==> src/hw/rtl/lks_pkg.sv <==
`default_nettype none

package lks_pkg;

  // Operation codes of a request
  localparam logic [2:0] OP_REQ_SETTING  = 3'd0;
  localparam logic [2:0] OP_REQ_KEYS     = 3'd1;
  localparam logic [2:0] OP_REQ_SEGMENTS = 3'd2;
  localparam logic [2:0] OP_WRITE_DIGIT  = 3'd3;
  localparam logic [2:0] OP_XFER_DONE    = 3'd4;

  // Active command codes as reported on the result
  localparam logic [1:0] CMD_IDLE     = 2'd0;
  localparam logic [1:0] CMD_SETTING  = 2'd1;
  localparam logic [1:0] CMD_KEYS     = 2'd2;
  localparam logic [1:0] CMD_SEGMENTS = 2'd3;

  // Pending bit positions
  localparam int PEND_SETTING  = 0;
  localparam int PEND_KEYS     = 1;
  localparam int PEND_SEGMENTS = 2;

  // Register indexes (register i at byte address 4*i)
  localparam logic REG_DISPLAY_ON = 1'b0;
  localparam logic REG_BRIGHTNESS = 1'b1;
  localparam int   PADDR_W        = 3;

  // Bytes on the serial line
  localparam logic [7:0] BYTE_SETTING   = 8'h80;
  localparam logic [7:0] BYTE_KEY_READ  = 8'h42;
  localparam logic [7:0] BYTE_AUTO_INC  = 8'h40;
  localparam logic [7:0] BYTE_ADDR_ZERO = 8'hC0;
  localparam logic [7:0] BYTE_DUMMY     = 8'hFF;

  // Digit limits
  localparam logic [3:0] MAX_DIGIT = 4'd7;
  localparam logic [7:0] MAX_VALUE = 8'd15;

  localparam int STEP_W      = 5;
  localparam int STORE_DEPTH = 16;
  localparam int ADDR_W      = $clog2(STORE_DEPTH);

  // Command sequencer state
  typedef enum logic [3:0] {
    ST_IDLE     = 4'b0001,
    ST_SETTING  = 4'b0010,
    ST_KEYS     = 4'b0100,
    ST_SEGMENTS = 4'b1000
  } cmd_state_t;

  typedef struct packed {
    logic [2:0]        op;
    logic [3:0]        digit;
    logic signed [7:0] value;
    logic [7:0]        received_byte;
  } req_t;

  typedef struct packed {
    logic        send_valid;
    logic [7:0]  send_byte;
    logic        frame_ended;
    logic        frame_started;
    logic        strobe_pulse;
    logic        data_line_released;
    logic [31:0] key_bits;
    logic        busy_res;
    logic [1:0]  active_cmd;
  } res_t;

  // Hex glyphs, segment a in bit 0
  function automatic logic [7:0] hex_glyph(input logic [3:0] v);
    logic [7:0] g;
    case (v)
      4'h0: g = 8'h3F;
      4'h1: g = 8'h06;
      4'h2: g = 8'h5B;
      4'h3: g = 8'h4F;
      4'h4: g = 8'h66;
      4'h5: g = 8'h6D;
      4'h6: g = 8'h7D;
      4'h7: g = 8'h07;
      4'h8: g = 8'h7F;
      4'h9: g = 8'h6F;
      4'hA: g = 8'h77;
      4'hB: g = 8'h7C;
      4'hC: g = 8'h39;
      4'hD: g = 8'h5E;
      4'hE: g = 8'h79;
      default: g = 8'h71;
    endcase
    return g;
  endfunction

endpackage

`default_nettype wire

==> src/hw/rtl/led_keypad_serial_sequencer.sv <==
`default_nettype none
// The result of an accepted request is registered and shows on res in the next cycle.
// Throughput: one request per cycle; the result register frees as it is taken,
// so cmd_stall only follows res_stall while a result is held.
// Reset (rst, synchronous): segment store and key word cleared, nothing pending,
// sequencer idle; display_on resets to 1 and brightness to 3.

module led_keypad_serial_sequencer (
  input  wire logic                        clk,
  input  wire logic                        rst,
  input  wire logic                        cmd_valid,
  output logic                             cmd_stall,
  input  wire lks_pkg::req_t               cmd,
  output logic                             res_valid,
  input  wire logic                        res_stall,
  output lks_pkg::res_t                    res,
  input  wire logic                        psel,
  input  wire logic                        penable,
  input  wire logic                        pwrite,
  input  wire logic [lks_pkg::PADDR_W-1:0] paddr,
  input  wire logic [31:0]                 pwdata,
  output logic [31:0]                      prdata,
  output logic                             pready
);

  // Configuration registers
  logic       display_on;
  logic [2:0] brightness;

  // Sequencer state
  lks_pkg::cmd_state_t         state, state_next;
  logic [2:0]                  pending, pending_next;
  logic [lks_pkg::STEP_W-1:0]  step, step_next, step_m1;
  logic                        busy, busy_next;
  logic                        released, released_next;
  logic [23:0]                 collect, collect_next;
  logic [31:0]                 key_word, key_word_next;

  lks_pkg::res_t res_next;
  logic          take;
  logic          do_dispatch;
  logic          store_wr;
  logic [7:0]    store_byte;

  assign take      = cmd_valid && !cmd_stall;
  assign cmd_stall = res_valid && res_stall;
  assign pready    = 1'b1;

  // Configuration port
  always_ff @(posedge clk) begin
    if (rst) begin
      display_on <= 1'b1;
      brightness <= 3'd3;
    end else if (psel && penable && pwrite && pready) begin
      unique case (paddr[2])
        lks_pkg::REG_DISPLAY_ON: display_on <= pwdata[0];
        lks_pkg::REG_BRIGHTNESS: brightness <= pwdata[2:0];
        default: ;
      endcase
    end
  end

  always_comb begin
    unique case (paddr[2])
      lks_pkg::REG_DISPLAY_ON: prdata = {31'd0, display_on};
      lks_pkg::REG_BRIGHTNESS: prdata = {29'd0, brightness};
      default:                 prdata = 32'd0;
    endcase
  end

  // Segment store
  assign step_m1  = step - lks_pkg::STEP_W'(1);
  assign store_wr = take && (cmd.op == lks_pkg::OP_WRITE_DIGIT);

  lks_seg_store u_store (
    .clk     (clk),
    .rst     (rst),
    .wr_en   (store_wr),
    .digit   (cmd.digit),
    .value   (cmd.value),
    .rd_addr (step_m1[lks_pkg::ADDR_W-1:0]),
    .rd_data (store_byte)
  );

  // Next state and result of one request
  always_comb begin
    state_next    = state;
    pending_next  = pending;
    step_next     = step;
    busy_next     = busy;
    released_next = released;
    collect_next  = collect;
    key_word_next = key_word;
    do_dispatch   = 1'b0;
    res_next      = '0;

    case (cmd.op)
      lks_pkg::OP_REQ_SETTING, lks_pkg::OP_REQ_KEYS, lks_pkg::OP_REQ_SEGMENTS: begin
        pending_next = pending | (3'd1 << cmd.op[1:0]);
        do_dispatch  = !busy;
      end
      lks_pkg::OP_XFER_DONE: begin
        if (busy) begin
          if (step != '1) begin
            step_next = step + lks_pkg::STEP_W'(1);
          end
          unique case (state)
            lks_pkg::ST_KEYS: begin
              if (step == '0) begin
                released_next       = 1'b1;
                res_next.send_valid = 1'b1;
                res_next.send_byte  = lks_pkg::BYTE_DUMMY;
              end else if (step < lks_pkg::STEP_W'(4)) begin
                case (step[1:0])
                  2'd1:    collect_next[7:0]   = collect[7:0]   | cmd.received_byte;
                  2'd2:    collect_next[15:8]  = collect[15:8]  | cmd.received_byte;
                  default: collect_next[23:16] = collect[23:16] | cmd.received_byte;
                endcase
                res_next.send_valid = 1'b1;
                res_next.send_byte  = lks_pkg::BYTE_DUMMY;
              end else begin
                key_word_next        = {cmd.received_byte, collect};
                busy_next            = 1'b0;
                released_next        = 1'b0;
                res_next.frame_ended = 1'b1;
                do_dispatch          = 1'b1;
              end
            end
            lks_pkg::ST_SEGMENTS: begin
              if (step == '0) begin
                res_next.strobe_pulse = 1'b1;
                res_next.send_valid   = 1'b1;
                res_next.send_byte    = lks_pkg::BYTE_ADDR_ZERO;
              end else if (step <= lks_pkg::STEP_W'(lks_pkg::STORE_DEPTH)) begin
                res_next.send_valid = 1'b1;
                res_next.send_byte  = store_byte;
              end else begin
                busy_next            = 1'b0;
                released_next        = 1'b0;
                res_next.frame_ended = 1'b1;
                do_dispatch          = 1'b1;
              end
            end
            default: begin
              // setting write ends after its one byte
              busy_next            = 1'b0;
              released_next        = 1'b0;
              res_next.frame_ended = 1'b1;
              do_dispatch          = 1'b1;
            end
          endcase
        end
      end
      default: ;
    endcase

    // Start the lowest pending command
    if (do_dispatch) begin
      step_next = '0;
      if (pending_next[lks_pkg::PEND_SETTING]) begin
        state_next                          = lks_pkg::ST_SETTING;
        pending_next[lks_pkg::PEND_SETTING] = 1'b0;
        busy_next                           = 1'b1;
        res_next.frame_started              = 1'b1;
        res_next.send_valid                 = 1'b1;
        res_next.send_byte = lks_pkg::BYTE_SETTING | {4'd0, display_on, brightness};
      end else if (pending_next[lks_pkg::PEND_KEYS]) begin
        state_next                       = lks_pkg::ST_KEYS;
        pending_next[lks_pkg::PEND_KEYS] = 1'b0;
        busy_next                        = 1'b1;
        collect_next                     = '0;
        res_next.frame_started           = 1'b1;
        res_next.send_valid              = 1'b1;
        res_next.send_byte               = lks_pkg::BYTE_KEY_READ;
      end else if (pending_next[lks_pkg::PEND_SEGMENTS]) begin
        state_next                           = lks_pkg::ST_SEGMENTS;
        pending_next[lks_pkg::PEND_SEGMENTS] = 1'b0;
        busy_next                            = 1'b1;
        res_next.frame_started               = 1'b1;
        res_next.send_valid                  = 1'b1;
        res_next.send_byte                   = lks_pkg::BYTE_AUTO_INC;
      end else begin
        state_next = lks_pkg::ST_IDLE;
        busy_next  = 1'b0;
      end
    end

    res_next.data_line_released = released_next;
    res_next.key_bits           = key_word_next;
    res_next.busy_res           = busy_next;
    unique case (state_next)
      lks_pkg::ST_SETTING:  res_next.active_cmd = lks_pkg::CMD_SETTING;
      lks_pkg::ST_KEYS:     res_next.active_cmd = lks_pkg::CMD_KEYS;
      lks_pkg::ST_SEGMENTS: res_next.active_cmd = lks_pkg::CMD_SEGMENTS;
      default:              res_next.active_cmd = lks_pkg::CMD_IDLE;
    endcase
  end

  // State registers
  always_ff @(posedge clk) begin
    if (rst) begin
      state    <= lks_pkg::ST_IDLE;
      pending  <= '0;
      step     <= '0;
      busy     <= 1'b0;
      released <= 1'b0;
      collect  <= '0;
      key_word <= '0;
    end else if (take) begin
      state    <= state_next;
      pending  <= pending_next;
      step     <= step_next;
      busy     <= busy_next;
      released <= released_next;
      collect  <= collect_next;
      key_word <= key_word_next;
    end
  end

  // Result register
  always_ff @(posedge clk) begin
    if (rst) begin
      res_valid <= 1'b0;
    end else if (take) begin
      res_valid <= 1'b1;
    end else if (!res_stall) begin
      res_valid <= 1'b0;
    end
  end

  always_ff @(posedge clk) begin
    if (take) begin
      res <= res_next;
    end
  end

endmodule

`default_nettype wire

==> src/hw/rtl/lks_seg_store.sv <==
`default_nettype none

module lks_seg_store (
  input  wire logic                       clk,
  input  wire logic                       rst,
  input  wire logic                       wr_en,
  input  wire logic [3:0]                 digit,
  input  wire logic [7:0]                 value,
  input  wire logic [lks_pkg::ADDR_W-1:0] rd_addr,
  output logic [7:0]                      rd_data
);

  logic [7:0] store [lks_pkg::STORE_DEPTH];
  logic [7:0] glyph;
  logic       digit_ok;

  // Blank for negative or out-of-range values
  always_comb begin
    glyph = 8'h00;
    if (!value[7] && value <= lks_pkg::MAX_VALUE) begin
      glyph = lks_pkg::hex_glyph(value[3:0]);
    end
  end

  assign digit_ok = (digit <= lks_pkg::MAX_DIGIT);

  // Glyph bit i lands in byte 2*i + digit[3], bit digit[2:0]
  always_ff @(posedge clk) begin
    if (rst) begin
      for (int e = 0; e < lks_pkg::STORE_DEPTH; e++) begin
        store[e] <= 8'h00;
      end
    end else if (wr_en && digit_ok) begin
      for (int e = 0; e < lks_pkg::STORE_DEPTH; e++) begin
        if (e[0] == digit[3]) begin
          store[e][digit[2:0]] <= glyph[e[3:1]];
        end
      end
    end
  end

  assign rd_data = store[rd_addr];

endmodule

`default_nettype wire
==> config.mk <==
export PLATFORM = sky130hd
export DESIGN_NAME = led_keypad_serial_sequencer
export DESIGN_NICKNAME = d
export VERILOG_FILES = /design/src/hw/rtl/lks_pkg.sv /design/src/hw/rtl/led_keypad_serial_sequencer.sv /design/src/hw/rtl/lks_seg_store.sv
export SDC_FILE = /design/constraint.sdc
export NUM_CORES = 1
export LEC_CHECK = 0
export ABC_AREA = 1
export BUFFER_PORTS_ARGS = -buffer_cell sky130_fd_sc_hd__buf_4
export CORE_MARGIN = 8
export CORE_UTILIZATION = 45
export DETAILED_ROUTE_END_ITERATION = 6
export PLACE_DENSITY_LB_ADDON = 0.2
export SLEW_MARGIN = 5
export SYNTH_ARGS = -nofsm -noshare
export SYNTH_HDL_FRONTEND = slang
export SYNTH_SLANG_ARGS = --single-unit
==> constraint.sdc <==
create_clock -name clk -period 3.4 [get_ports clk]
set_input_delay 0.68 -clock clk [delete_from_list [all_inputs] [get_ports clk]]
set_output_delay 0.68 -clock clk [all_outputs]
set_load 0.1 [all_outputs]
==> qor.yml, run 1 <==
outcome:
  status: "finished, final reports clean"
critical_path:
  worst-path-buf-inv: 3
  end_kind: "flop"
  crit_path_cell_trace: "inv_1 -> ha_1 -> inv_1 -> buf_4 -> nand3_1 -> nand2_1 -> nand2_1 -> nand3_1 -> nand2_1 -> nand2_1 -> nand2_1 -> nand2_1 -> nand2_1"
  crit_arrival_ns: 2.94
  worstSetupPathType: "flop to flop"
  critPathTopFamily: "buffers and inverters"
  crit_path_max_fanout: 16
  required_ns: 3.68
  start_kind: "flop"
  cpMostUsedCell: "nand2_1"
  crit_slowest_cell: "inv_1"
  slowest_delay_ns: 0.45
die:
  initial_core_util_pct: 45.4
  core_area_um2: 23300
  fp-row-count: 56
  die_x_um: 169
  dieArea_um2: 28600
  io_pins: 148
  die_h_um: 169
clocking:
  cts_buffers: 26
  root_buffer: "clkbuf_16"
  cts_tree: "yes"
  htreeDepth: 1
  numClockSinks: 235
  clkTransAtPathRegs_ns: 0.06
  clk-insertion-delay-late_ns: 0.52
  hold_buffers: 0
  cts_buffer_depth: 3
  post_cts_resized: 0
  postCtsSetupBuffers: 0
synth:
  synth-main-ff-cell: "edfxtp_1"
  synth_area_um2: 10600
  ys.warnings.count: 0
  syn_avg_cell_area_um2: 9.15
  synthCells: 1155
  seq_area_frac_synth_pct: 59.7
  synth_area_leaders: "edfxtp_1 (45%), dfxtp_1 (14%), nand2_1 (7.6%)"
  synth-edff-count: 160
  synth-seq-cells: 235
  synth_area_leader_cell: "edfxtp_1"
  postSynth.asyncResetShare_pct: 0
  yosysTopAreaCellShare_pct: 45.5
  synth_cell_types: 42
routing:
  vias: 7813
  wl_per_cell_um: 14.6
  drt_iter0_markers: 599
  drtPass1Iterations: 5
  via_per_inst: 4.86
  drt-total-wl_mm: 23.5
  drcViolationCount: 0
  ant_nets: 0
cells_and_area:
  area_growth_pct: 17.4
  drive_gt1_share_pct: 13.9
  antenna_cells: 0
  nNetsFinal: 1345
  fillCellCount: 2197
timing:
  finalSetupTns_ns: 0
  hold_viol: 0
  tightest_slew_ns: 0.920
  final-setup-viol-count: 0
  slew_viol_final: 0
  period_needed_ns: 2.65
  finalCritPeriodShare_pct: 78.1
  max_slew_margin_pct: 38.6
  rsz0062_at_grt: "false"
  fin_worst_skew_ns: 0.00904
  fmax_mhz: 377
global_route:
  grt_pass1_wl_mm: 37.8
  overflow: 0
  grt_pass1_vias: 7530
  gr-usage-all-layers_pct: 16.3
  grt_start_max_net_pins: 98
  grt_antenna_before_repair: 0
job:
  drv_cap: 0
power_and_ir_drop:
  cellLeakagePower_nw: 5.30
  p_per_area_nw_per_um2: 563
  peakVddDrop_v: 0.000464
  finalPower_mw: 6.98
placed_design:
  io_buffer_count: 86
  gp_congestion: 0.790
  post-dp-hpwl_mm: 15.0
worst_hold_path:
  worstHoldPathType: "input pin to flop"
-- worst paths after layout --
check                           slack, ns        start            end  cells after the start
worst max-delay path                 0.75      step[0]        res[39]                     13
worst min-delay path                 0.37    pwdata[1]  brightness[1]                      3
worst max register to register       0.75      step[0]        res[39]                     13
worst min register to register       0.45  collect[12]    collect[12]                      2
-- cell usage in the layout (no fill, tap or decap), types with 27 or more instances in the layout --
| cell | Yosys | layout |
|---|---|---|
| o21ai_0 | 87 | 87 |
| a21oi_1 | 42 | 42 |
| nand2_1 | 215 | 215 |
| nor2_1 | 173 | 173 |
| dfxtp_1 | 75 | 74 |
| inv_1 | 117 | 117 |
| buf_4 | 30 | 103 |
| clkbuf_16 | 0 | 27 |
| conb_1 | 2 | 70 |
| edfxtp_1 | 160 | 160 |
| nand3_1 | 97 | 97 |
-- cells in the mapped netlist (9+ instances only) --
library cell and count:
nand2_1 215, nor2_1 173, edfxtp_1 160, inv_1 117, nand3_1 97, o21ai_0 87
dfxtp_1 75, a21oi_1 42, buf_4 30, clkbuf_1 29, buf_2 18, o21ai_1 16
or2_2 12, ha_1 10, nand2_2 9, o211ai_1 9
-- layer usage --
| layer | GRT usage (%) | share of wire, % | wire, µm | vias to the layer above |
|---|---|---|---|---|
| met5 | 0 | 0 | 0 | - |
| met4 | 5.62 | 3.2 | 747 | 0 |
| met3 | 3.26 | 6.0 | 1410 | 51 |
| met1 | 20.0 | 43 | 10100 | 3632 |
| met2 | 28.2 | 48 | 11200 | 199 |
| li1 | - | - | - | 3931 |
-- worst reg2reg max path: cells and delay by family, from the launching register on --
family,cells,cell delay [ns]
DFF,1,0.31
buffers and inverters,3,1.14
adders and majority gates,1,0.33
and+or+nand+nor,9,0.63
-- kinds of logic (layout without fill, tap and decap cells) --
kind of cell | after synthesis | count (layout) | share of synthesized area (%)
AND/OR/NAND/NOR | 534 | 534 | 21.7
adder cells (fa/ha/maj) | 10 | 10 | 1.18
other | 2 | 70 | 0.0711
XOR/XNOR | 3 | 3 | 0.320
AO/OA/AOI/OAI | 164 | 164 | 8.23
buffers and inverters | 207 | 274 | 8.78
flip-flops | 235 | 235 | 59.7
-- per-stage QoR --
step,setup slack (ns),std cells,hold slack (ns),utilization (%),instance area (µm²)
finish,0.745,1609,0.372,53.3,12400
global route,0.516,1609,0.376,53.3,12400
CTS,0.721,1609,0.353,53.3,12400
detailed placement,0.708,1561,0.444,49.7,11600
global placement,0.758,1561,0.438,49.7,11600
floorplan,0.145,1223,0.426,-,10800
-- report_power, final --
part           leakage (nW)  switching, mW  internal (mW)  total, mW
clock network         0.423           1.10           1.68       2.78
logic                  2.66          0.750          0.180      0.930
registers              2.22         0.0499           3.22       3.27
-- area by class of cell --
| type | instances | area [µm²] | share of cell area (%) |
|---|---|---|---|
| timing repair buffer | 104 | 793 | 6.40 |
| inverter | 122 | 459 | 3.70 |
| sequential | 235 | 6310 | 50.9 |
| clock buffer | 33 | 698 | 5.63 |
| clock inverter | 15 | 150 | 1.21 |
| tap | 319 | 399 | 3.22 |
| multi-input combinational | 781 | 3590 | 29.0 |
-- state kept, by name, indices dropped and copies added (netlist names) --
name           flops
brightness         3
busy               1
collect           24
display_on         1
key_word          32
pending            3
released           1
res               48
res_valid          1
state              4
step               5
u_store.store    112
Note: power is estimated with default switching activity, not from simulation.
==> inputs of run 2 (changes only) <==
clock period = 2.6 ns   (was 3.4 ns; I/O delays follow)
==> run 2 against run 1 <==
Against the previous run:
- sequential share of layout area down 0.11 points
- hold slack worse by 0.16 ns
- non-clock buffer count up 11
- register-to-register slack got worse by 0.29 ns
- core utilization increased by 0.13 points
- via count increased by 0.19%
- combinational power grew 31%
==> qor.yml, run 2 (synthesized netlist as in run 1, its figures left out) <==
outcome:
  status: "finished, final reports clean"
cells_and_area:
  final_common_cell: "nand2_1"
  layout_common_cells: "nand2_1 (215), nor2_1 (173), edfxtp_1 (160)"
  finalInstanceArea_um2: 12400
  top_regs: "u_store.store: 112 flops, res: 48 flops, key_word: 32 flops"
  drive_gt1_share_pct: 14.3
  top_register: "u_store.store"
  nNetsFinal: 1355
  area_growth_pct: 17.7
  final_cells: 1618
  antenna_cells: 0
  largest_reg_flops: 112
routing:
  wl_per_cell_um: 14.5
  drtPass1Iterations: 5
  drt-total-wl_mm: 23.4
  via_per_inst: 4.84
  drt_iter0_markers: 544
  drcViolationCount: 0
  vias: 7828
  ant_nets: 0
die:
  die_x_um: 169
  io_pins: 148
  dieArea_um2: 28600
  core_area_um2: 23300
  fp-row-count: 56
  initial_core_util_pct: 45.4
  die_h_um: 169
clocking:
  cts_tree: "yes"
  root_buffer: "clkbuf_16"
  clk-insertion-delay-late_ns: 0.53
  hold_buffers: 0
  htreeDepth: 1
  cts_buffer_depth: 3
  clkTransAtPathRegs_ns: 0.06
  cts_buffers: 25
  numClockSinks: 235
  post_cts_resized: 0
  postCtsSetupBuffers: 0
global_route:
  grt_pass1_vias: 7436
  grt_antenna_before_repair: 0
  overflow: 0
  grt_pass1_wl_mm: 37.2
  grt_start_max_net_pins: 98
  gr-usage-all-layers_pct: 16.0
critical_path:
  required_ns: 2.98
  crit_arrival_ns: 2.53
  start_kind: "flop"
  end_kind: "flop"
  worstSetupPathType: "flop to flop"
  crit_path_max_fanout: 20
placed_design:
  pre_cts_ws_ns: 0.260
  io_buffer_count: 86
  gp_congestion: 0.796
  placed_area_um2: 11700
  post-dp-hpwl_mm: 15.3
  place_inst: 1572
timing:
  hold_viol: 0
  finalSetupTns_ns: 0
  tightest_slew_ns: 0.927
  max_slew_margin_pct: 38.0
  fin_ws_ns: 0.454
  rsz0062_at_grt: "false"
  hold_slack_ns: 0.209
  finalCritPeriodShare_pct: 82.5
  final-setup-viol-count: 0
  slew_viol_final: 0
  fmax_mhz: 466
  period_needed_ns: 2.15
  fin_worst_skew_ns: 0.0259
power_and_ir_drop:
  peakVddDrop_v: 0.000644
  cellLeakagePower_nw: 5.31
  p_per_area_nw_per_um2: 714
worst_hold_path:
  worstHoldPathType: "input pin to flop"
job:
  drv_cap: 0
-- run 2: cell count changes in the layout (fill, tap and decap cells not counted), moves of 2 or more --
cell | before | now
buf_4 | 103 | 112
clkinv_2 | 9 | 4
clkbuf_1 | 6 | 10
clkbuf_8 | 0 | 3
buf_12 | 1 | 3
bufinv_16 | 3 | 1
clkbuf_16 | 27 | 25
clkinv_1 | 4 | 2
clkinvlp_4 | 0 | 2
-- run 2: routing by layer --
layer / vias up / global-route usage [%] / part of all wire [%]
li1: 3944 / - / -
met1: 3653 / 19.8 / 44
met2: 183 / 27.8 / 48
met3: 48 / 3.02 / 5.4
met4: 0 / 5.23 / 2.7
met5: - / 0 / 0
-- run 2: critical path: stages, from the launching register on --
cell and delay [ns]:
dfxtp_2 0.33, buf_4 0.20, nor2_1 0.15, nand2_1 0.09, nand2_1 0.08, nand2_2 0.09
a21oi_1 0.55, nand3_1 0.23, nand2_1 0.13, nand3b_1 0.08, nand2_1 0.07
-- run 2: cell type report --
class                           count  area [µm²]
Clock inverter                      8        72.6
Timing Repair Buffer              115         901
Tap cell                          319         399
Fill cell                        2147       10800
Clock buffer                       38         704
Sequential cell                   235        6310
Multi-Input combinational cell    781        3580
Inverter                          122         459
-- run 2: power by group --
part / switching, mW / internal (mW) / total (mW)
Combinational: 0.981 / 0.243 / 1.22
Sequential: 0.0672 / 4.21 / 4.28
Clock: 1.41 / 1.97 / 3.38
Total: 2.46 / 6.42 / 8.88
-- run 2: path summary, 6_finish.rpt --
kind	startpoint	endpoint	slack, ns	depth (start not counted)
min reg2reg	collect[12]	collect[12]	0.45	2
max	step[0]	res[40]	0.45	10
min	pwdata[1]	brightness[1]	0.21	3
max reg2reg	step[0]	res[40]	0.45	10
-- run 2: stage by stage --
step / utilization (%) / total power [mW]
floorplan: - / 5.35
global placement: 50.1 / 5.56
detailed placement: 50.1 / 5.58
CTS: 53.4 / 8.96
global route: 53.4 / 9.18
finish: 53.4 / 8.88
